--- config.mk ---
export PLATFORM = sky130hd
export DESIGN_NAME = sha1_message_digest_top
export DESIGN_NICKNAME = d
export VERILOG_FILES = /design/src/rtl/sha1md_pkg.sv /design/src/rtl/sha1_message_digest_top.sv /design/src/rtl/sha1md_sched.sv /design/src/rtl/sha1md_round.sv
export SDC_FILE = /design/constraint.sdc
export NUM_CORES = 2
export LEC_CHECK = 0
export ABC_AREA = 1
export BUFFER_PORTS_ARGS = -buffer_cell sky130_fd_sc_hd__buf_2
export CORE_ASPECT_RATIO = 1.25
export CORE_MARGIN = 3
export CORE_UTILIZATION = 33
export DETAILED_ROUTE_END_ITERATION = 10
export GPL_TIMING_DRIVEN = 0
export SYNTH_ARGS = -nofsm -noshare
export SYNTH_HDL_FRONTEND = slang
export SYNTH_SLANG_ARGS = --single-unit
--- constraint.sdc ---
create_clock -name clk -period 5.9 [get_ports clk]
set_input_delay 0.295 -clock clk [delete_from_list [all_inputs] [get_ports clk]]
set_output_delay 0.295 -clock clk [all_outputs]
set_load 0.02 [all_outputs]
--- src/rtl/sha1md_pkg.sv ---
// Shared types, constants and codes for the streaming SHA-1 digest block.
// No dependencies; every other file in rtl imports it.
package sha1md_pkg;

	localparam int unsigned WORD_W   = 32;
	localparam int unsigned LEN_W    = 64;
	localparam int unsigned ROUNDS   = 80;
	localparam int unsigned RND_W    = 7;
	localparam int unsigned NWORDS   = 5;
	localparam int unsigned IDX_W    = 3;
	localparam int unsigned BPOS_W   = 6;

	localparam logic [WORD_W-1:0] K_0 = 32'h5A827999;
	localparam logic [WORD_W-1:0] K_1 = 32'h6ED9EBA1;
	localparam logic [WORD_W-1:0] K_2 = 32'h8F1BBCDC;
	localparam logic [WORD_W-1:0] K_3 = 32'hCA62C1D6;

	localparam logic [WORD_W-1:0] H_INIT [NWORDS] = '{
		32'h67452301, 32'hEFCDAB89, 32'h98BADCFE, 32'h10325476, 32'hC3D2E1F0
	};

	localparam logic [7:0]        PAD_BYTE  = 8'h80;
	localparam logic [BPOS_W-1:0] POS_FINAL = 6'd63;
	localparam logic [IDX_W-1:0]  IDX_FINAL = 3'd4;
	localparam logic [RND_W-1:0]  RND_FINAL = 7'd79;
	localparam logic [RND_W-1:0]  RND_MIX   = 7'd16;

	typedef struct packed {
		logic [7:0] data_byte;
		logic       byte_valid;
		logic       last;
	} msg_beat_t;

	typedef struct packed {
		logic [WORD_W-1:0] digest_word;
		logic [IDX_W-1:0]  word_index;
		logic              last_word;
	} dig_beat_t;

	typedef struct packed {
		logic [WORD_W-1:0] a;
		logic [WORD_W-1:0] b;
		logic [WORD_W-1:0] c;
		logic [WORD_W-1:0] d;
		logic [WORD_W-1:0] e;
	} vars_t;

	typedef struct packed {
		logic              clear;
		logic              wr_byte;
		logic [BPOS_W-1:0] byte_pos;
		logic [7:0]        byte_val;
		logic              wr_len;
		logic [LEN_W-1:0]  len;
		logic              shift;
		logic              use_mix;
	} sched_ctl_t;

	typedef enum logic [2:0] {
		ST_IDLE,
		ST_START,
		ST_ROUND,
		ST_ADD,
		ST_PAD,
		ST_LEN,
		ST_OUT
	} state_t;

	typedef enum logic [1:0] {
		RET_BYTE,
		RET_PAD,
		RET_LEN
	} ret_t;

endpackage

--- src/rtl/sha1_message_digest_top.sv ---
// Streaming SHA-1 digest: sequencer, hash state, bit count and digest output.
// Depends on sha1md_pkg, sha1md_sched, sha1md_round.
//
//   channel | handshake            | payload
//   msg     | msg_valid/msg_ready  | msg_beat (data_byte, byte_valid, last)
//   dig     | dig_valid/dig_ready  | dig_beat (digest_word, word_index, last_word)
//
// A byte that does not fill a block is only written into the buffer. A full block also needs
// one load, 80 rounds through the single round unit, one add back into the hash words.
// A last beat adds pad and length steps and one or two compressions, then five
// digest beats from an output register; msg_ready stays low until all five are loaded.
// Reset loads the initial hash words and clears the bit count; dig stalls hold the sequencer.
module sha1_message_digest_top
	import sha1md_pkg::*;
(
	input  logic      clk,
	input  logic      arst_n,
	input  logic      msg_valid,
	output logic      msg_ready,
	input  msg_beat_t msg_beat,
	output logic      dig_valid,
	input  logic      dig_ready,
	output dig_beat_t dig_beat
);

	state_t            state_q, state_d;
	ret_t              ret_q, ret_d;
	logic              last_q;
	logic [RND_W-1:0]  rnd_q;
	logic [IDX_W-1:0]  oidx_q;
	logic [LEN_W-1:0]  bitlen_q;
	logic [WORD_W-1:0] hash_q [NWORDS];
	vars_t             vars_q, vars_nxt;
	logic              dvalid_q;
	dig_beat_t         dig_q;

	sched_ctl_t        ctl;
	logic [WORD_W-1:0] w_cur;
	logic              accept;
	logic [BPOS_W-1:0] pos;
	logic              bump_len, load_vars, step_vars, add_hash, load_out, done;

	sha1md_sched u_sched (
		.clk    (clk),
		.arst_n (arst_n),
		.ctl    (ctl),
		.w_cur  (w_cur)
	);

	sha1md_round u_round (
		.cur (vars_q),
		.w   (w_cur),
		.rnd (rnd_q),
		.nxt (vars_nxt)
	);

	assign pos       = bitlen_q[8:3];
	assign msg_ready = (state_q == ST_IDLE);
	assign accept    = msg_valid && msg_ready;
	assign dig_valid = dvalid_q;
	assign dig_beat  = dig_q;

	always_ff @(posedge clk or negedge arst_n) begin
		if (!arst_n) begin
			state_q <= ST_IDLE;
		end else begin
			state_q <= state_d;
		end
	end

	always_comb begin
		state_d   = state_q;
		ret_d     = ret_q;
		ctl       = '0;
		ctl.len   = bitlen_q;
		bump_len  = 1'b0;
		load_vars = 1'b0;
		step_vars = 1'b0;
		add_hash  = 1'b0;
		load_out  = 1'b0;
		done      = 1'b0;
		case (state_q)
			ST_IDLE: begin
				if (accept) begin
					if (msg_beat.byte_valid) begin
						ctl.wr_byte  = 1'b1;
						ctl.byte_pos = pos;
						ctl.byte_val = msg_beat.data_byte;
						bump_len     = 1'b1;
					end
					if (msg_beat.byte_valid && pos == POS_FINAL) begin
						state_d = ST_START;
						ret_d   = RET_BYTE;
					end else if (msg_beat.last) begin
						state_d = ST_PAD;
					end
				end
			end
			ST_START: begin
				load_vars = 1'b1;
				state_d   = ST_ROUND;
			end
			ST_ROUND: begin
				ctl.shift   = 1'b1;
				ctl.use_mix = (rnd_q >= RND_MIX);
				step_vars   = 1'b1;
				if (rnd_q == RND_FINAL) state_d = ST_ADD;
			end
			ST_ADD: begin
				add_hash  = 1'b1;
				ctl.clear = 1'b1;
				case (ret_q)
					RET_BYTE: state_d = last_q ? ST_PAD : ST_IDLE;
					RET_PAD:  state_d = ST_LEN;
					RET_LEN:  state_d = ST_OUT;
					default:  state_d = ST_IDLE;
				endcase
			end
			ST_PAD: begin
				ctl.wr_byte  = 1'b1;
				ctl.byte_pos = pos;
				ctl.byte_val = PAD_BYTE;
				if (pos[5:3] == 3'b111) begin
					state_d = ST_START;
					ret_d   = RET_PAD;
				end else begin
					state_d = ST_LEN;
				end
			end
			ST_LEN: begin
				ctl.wr_len = 1'b1;
				state_d    = ST_START;
				ret_d      = RET_LEN;
			end
			ST_OUT: begin
				if (!dvalid_q || dig_ready) begin
					load_out = 1'b1;
					if (oidx_q == IDX_FINAL) begin
						done    = 1'b1;
						state_d = ST_IDLE;
					end
				end
			end
			default: state_d = ST_IDLE;
		endcase
	end

	always_ff @(posedge clk or negedge arst_n) begin
		if (!arst_n) begin
			ret_q    <= RET_BYTE;
			last_q   <= 1'b0;
			rnd_q    <= '0;
			oidx_q   <= '0;
			bitlen_q <= '0;
			dvalid_q <= 1'b0;
			for (int i = 0; i < NWORDS; i++) hash_q[i] <= H_INIT[i];
		end else begin
			ret_q <= ret_d;
			if (accept) last_q <= msg_beat.last;
			if (bump_len) bitlen_q <= bitlen_q + LEN_W'(8);
			if (load_vars) rnd_q <= '0;
			else if (step_vars) rnd_q <= rnd_q + RND_W'(1);
			if (add_hash) begin
				hash_q[0] <= hash_q[0] + vars_q.a;
				hash_q[1] <= hash_q[1] + vars_q.b;
				hash_q[2] <= hash_q[2] + vars_q.c;
				hash_q[3] <= hash_q[3] + vars_q.d;
				hash_q[4] <= hash_q[4] + vars_q.e;
			end
			if (load_out) begin
				dvalid_q <= 1'b1;
				oidx_q   <= (oidx_q == IDX_FINAL) ? '0 : oidx_q + IDX_W'(1);
			end else if (dig_ready) begin
				dvalid_q <= 1'b0;
			end
			if (done) begin
				bitlen_q <= '0;
				for (int i = 0; i < NWORDS; i++) hash_q[i] <= H_INIT[i];
			end
		end
	end

	always_ff @(posedge clk) begin
		if (load_vars) begin
			vars_q <= '{a: hash_q[0], b: hash_q[1], c: hash_q[2], d: hash_q[3], e: hash_q[4]};
		end else if (step_vars) begin
			vars_q <= vars_nxt;
		end
		if (load_out) begin
			dig_q.digest_word <= hash_q[oidx_q];
			dig_q.word_index  <= oidx_q;
			dig_q.last_word   <= (oidx_q == IDX_FINAL);
		end
	end

endmodule

--- src/rtl/sha1md_sched.sv ---
// Block buffer and message schedule: 16-word shift line with byte packing.
// Depends on sha1md_pkg.
module sha1md_sched
	import sha1md_pkg::*;
(
	input  logic              clk,
	input  logic              arst_n,
	input  sched_ctl_t        ctl,
	output logic [WORD_W-1:0] w_cur
);

	logic [WORD_W-1:0] w_q [16];
	logic [WORD_W-1:0] mix;
	logic [WORD_W-1:0] lane_word;
	logic [WORD_W-1:0] x;

	always_comb begin
		x     = w_q[13] ^ w_q[8] ^ w_q[2] ^ w_q[0];
		mix   = {x[WORD_W-2:0], x[WORD_W-1]};
		w_cur = ctl.use_mix ? mix : w_q[0];
		case (ctl.byte_pos[1:0])
			2'd0:    lane_word = {ctl.byte_val, 24'h0};
			2'd1:    lane_word = {8'h0, ctl.byte_val, 16'h0};
			2'd2:    lane_word = {16'h0, ctl.byte_val, 8'h0};
			default: lane_word = {24'h0, ctl.byte_val};
		endcase
	end

	always_ff @(posedge clk or negedge arst_n) begin
		if (!arst_n) begin
			for (int i = 0; i < 16; i++) w_q[i] <= '0;
		end else if (ctl.clear) begin
			for (int i = 0; i < 16; i++) w_q[i] <= '0;
		end else if (ctl.shift) begin
			for (int i = 0; i < 15; i++) w_q[i] <= w_q[i+1];
			w_q[15] <= w_cur;
		end else begin
			if (ctl.wr_byte)
				w_q[ctl.byte_pos[5:2]] <= w_q[ctl.byte_pos[5:2]] | lane_word;
			if (ctl.wr_len) begin
				w_q[14] <= ctl.len[LEN_W-1:WORD_W];
				w_q[15] <= ctl.len[WORD_W-1:0];
			end
		end
	end

endmodule

--- src/rtl/sha1md_round.sv ---
// One SHA-1 round: logic function, constant select and five-input add.
// Depends on sha1md_pkg.
module sha1md_round
	import sha1md_pkg::*;
(
	input  vars_t             cur,
	input  logic [WORD_W-1:0] w,
	input  logic [RND_W-1:0]  rnd,
	output vars_t             nxt
);

	logic [WORD_W-1:0] f;
	logic [WORD_W-1:0] k;

	always_comb begin
		if (rnd inside {[7'd0:7'd19]}) begin
			f = cur.d ^ (cur.b & (cur.c ^ cur.d));
			k = K_0;
		end else if (rnd inside {[7'd20:7'd39]}) begin
			f = cur.b ^ cur.c ^ cur.d;
			k = K_1;
		end else if (rnd inside {[7'd40:7'd59]}) begin
			f = (cur.b & cur.c) | (cur.d & (cur.b | cur.c));
			k = K_2;
		end else begin
			f = cur.b ^ cur.c ^ cur.d;
			k = K_3;
		end
		nxt.a = {cur.a[26:0], cur.a[31:27]} + f + cur.e + k + w;
		nxt.b = cur.a;
		nxt.c = {cur.b[1:0], cur.b[31:2]};
		nxt.d = cur.c;
		nxt.e = cur.d;
	end

endmodule

==> results.txt <==
Reg2reg setup slack -> 0.08 ns
Die H -> 521.7 microns
Mapped Nets -> 11130
Hold crit path type -> in2async
Multi-input gate area -> 0.03877 sq mm
First-pass GRT wire length -> 497800 microns
Top cells by count, synth -> nand2_1 (5181), inv_1 (1215), dfrtp_1 (670)
Layout Nets -> 11330
Yosys top cell area share -> 0.2770
Vias per inst -> 5.374
Sequential cell area fraction in the yosys report -> 0.3525
Post-route ant nets -> 0
Worst slew margin -> -0.08905
CTS tree -> yes
Area Growth Syn to Fin -> 11.96%
Post-layout util -> 0.3730
Share of cells above drive strength 1 -> 0.05917
Drt wl/cell -> 25.60 microns
WP buf/inv -> 4
Yosys cell types -> 58
Ys Warns -> 0
CP Max Fanout -> 10
WL final -> 354800 microns
Hold Violations, Final -> 0
Number of I/O pins -> 52
Post-synthesis average cell area -> 6.509 sq um
Initial detailed-routing violation count -> 9213
Final Slew Violations -> 30
Worst-path clk slew -> 0.06 ns
FFs w/ async S/R, synth -> 0.7928
Largest net degree at the start of global routing -> 108
Crit path largest cell delay -> 0.74 ns
Port Buffers -> 51
Core Region -> 0.2108 sq mm
Capturing element type of the critical path -> register
Standard-cell rows -> 188
Most common cell in the netlist -> nand2_1
CTS buffer count -> 113
CP delay by family, top -> simple AND/OR/NAND/NOR gates
CTS sink count -> 946
Type of origin of the critical path -> register
Post-synth EDFFs -> 196
DIE AREA -> 0.2184 sq mm
Setup TNS -> 0 ns
Via count -> 74470
Total congestion overflow -> 0
Layout fillers -> 23340
Vias in the first global route -> 70540
Status -> complete, but fails checks
Initial antenna violation count -> 20
Max clock buf depth -> 3
Crit path time final -> 5.821 ns
Initial Util -> 0.3332
Largest area contributor in the netlist -> nand2_1
Post-synthesis register bit count -> 946
Failing checks -> capacitance limit, slew limit
Layout Skew -> 0.06039 ns
WS Path Type -> reg2reg
Root Buffer -> clkbuf_16
Pre-antenna DRT Iters -> 7
Crit path DAT -> 6.36 ns
Max Freq -> 171.8 MHz
Fin crit share -> 0.9867
Post-Synthesis Cells -> 10790
HPWL Detailed -> 280200 microns
Final setup viols -> 0
Clk_lat worst skew -> 0.83 ns
Largest cells by area after synthesis -> nand2_1 (28%), dfrtp_1 (24%), edfxtp_1 (8.4%)
Worst path slowest cell -> fa_1
H-tree Lvls -> 3
CP most frequent cell -> nand2_1
DRC viols -> 0
Tightest Pin Transition -> 1.628 ns
Ys flop type -> dfrtp_1
Worst Path Required -> 6.44 ns
GP Congestion -> 1.060
Max cap viols -> 6
All-Layer GR Usage -> 0.3170
Critical-path cell list -> nand2_1, nor2_1, nor3_4, nand2_2, nand2_4, clkinv_4, clkbuf_2, nand2_1, nand3_1, fa_1, inv_1, fa_1, inv_1, ha_1, a21oi_1, o21ai_0, a21oi_2, nand3_1, nand2_1, nand2_1, or2_2, nand3_1, nand2_1
Chip Width -> 418.6 microns
Area occupied by registers -> 0.02476 sq mm
Post-Syn Area -> 0.07022 sq mm
-- final timing paths --
check	cells after the start	end	start
setup / recovery	23	vars_q[152]$_DFFE_PP_	rnd_q[4]$_DFFE_PN0P_
hold / removal	2	u_sched.w_q[322]$_DFFE_PN0P_	arst_n
setup reg to reg	23	vars_q[152]$_DFFE_PP_	rnd_q[4]$_DFFE_PN0P_
hold reg to reg	2	u_sched.w_q[413]$_DFFE_PN0P_	u_sched.w_q[413]$_DFFE_PN0P_
max in group asynchronous	5	bitlen_q[15]$_DFFE_PN0P_	arst_n
min in group clk	9	bitlen_q[13]$_DFFE_PN0P_	msg_beat[1]
-- flip-flops by register name (all words and copies together), names as in the netlist --
name	flops
oidx_q	3
dig_beat	36
rnd_q	7
ret_q	2
bitlen_q	61
state_q	3
dig_valid	1
last_q	1
vars_q	160
u_sched.w_q	512
hash_q	160
-- final cells by class --
cell class	instances	share of cell area
Tap cell	2755	0.04385
Multi-Input combinational cell	8107	0.4932
Inverter	1236	0.05911
Buffer	498	0.02806
Timing Repair Buffer	89	0.01046
Antenna cell	17	0.0005411
Clock buffer	157	0.04143
Clock inverter	53	0.008483
Sequential cell	946	0.3149
-- placed cells by master (no fill, tap or decap), types with 72 or more instances in the layout --
| master | synthesis | final |
|---|---|---|
| nand2_1 | 5181 | 5177 |
| inv_1 | 1215 | 1214 |
| dfrtp_1 | 670 | 669 |
| o21ai_0 | 579 | 554 |
| nand3_1 | 500 | 499 |
| a21oi_1 | 407 | 403 |
| nor2_1 | 374 | 370 |
| clkbuf_1 | 316 | 326 |
| ha_1 | 208 | 208 |
| edfxtp_1 | 196 | 196 |
| buf_2 | 123 | 174 |
| xor2_1 | 136 | 136 |
| fa_1 | 117 | 117 |
| clkbuf_16 | 0 | 116 |
| nor3_1 | 83 | 80 |
| dfstp_2 | 80 | 80 |
| o22ai_1 | 72 | 72 |
-- metal layers --
layer | GRT usage | share of wire | up-vias
li1 | - | - | 34070
met5 | 0 | 0.00027 | -
met4 | 0.2905 | 0.11 | 14
met3 | 0.05691 | 0.081 | 1278
met1 | 0.3619 | 0.36 | 35220
met2 | 0.5044 | 0.45 | 3896
-- through the flow --
step                      hold slack (ns)  worst slack, ns  area, sq um  instances
final                              0.1593          0.07873        78620      13860
after global routing               0.2395        -0.003514        78580      13840
after CTS                          0.1330        0.0008971        78480      13840
after detailed placement           0.4251           -1.512        74430      13620
after global placement             0.4623           -13.45        73920      13590
after floorplan                -0.0005911           0.7235        70220      10790
-- cell families (layout without fill, tap and decap cells) --
logic type | count (synthesis) | after routing | synth area share
other | 0 | 17 | 0
AOI/OAI and AO/OA | 1278 | 1278 | 0.1010
adders and majority gates | 325 | 325 | 0.07042
DFF | 946 | 946 | 0.3525
buffers and inverters | 1735 | 2033 | 0.09702
xor gates and xnor gates | 193 | 193 | 0.02407
muxes | 1 | 1 | 0.0001426
and+or+nand+nor | 6310 | 6310 | 0.3548
-- repair_timing --
| action | CTS | global route |
|---|---|---|
| setup endpoints to repair | 27 | 20 |
| endpoints found under the hold margin | 102 | 0 |
| gates resized for setup | 29 | 25 |
| cloned | 0 | 0 |
| setup buffers | 1 | 1 |
| hold buffers | 4 | 0 |
| pin swaps | 0 | 1 |
Power is left out: the tool's default activity adds up to more than one toggle a clock period on the data nets, which glitch-free logic cannot reach.
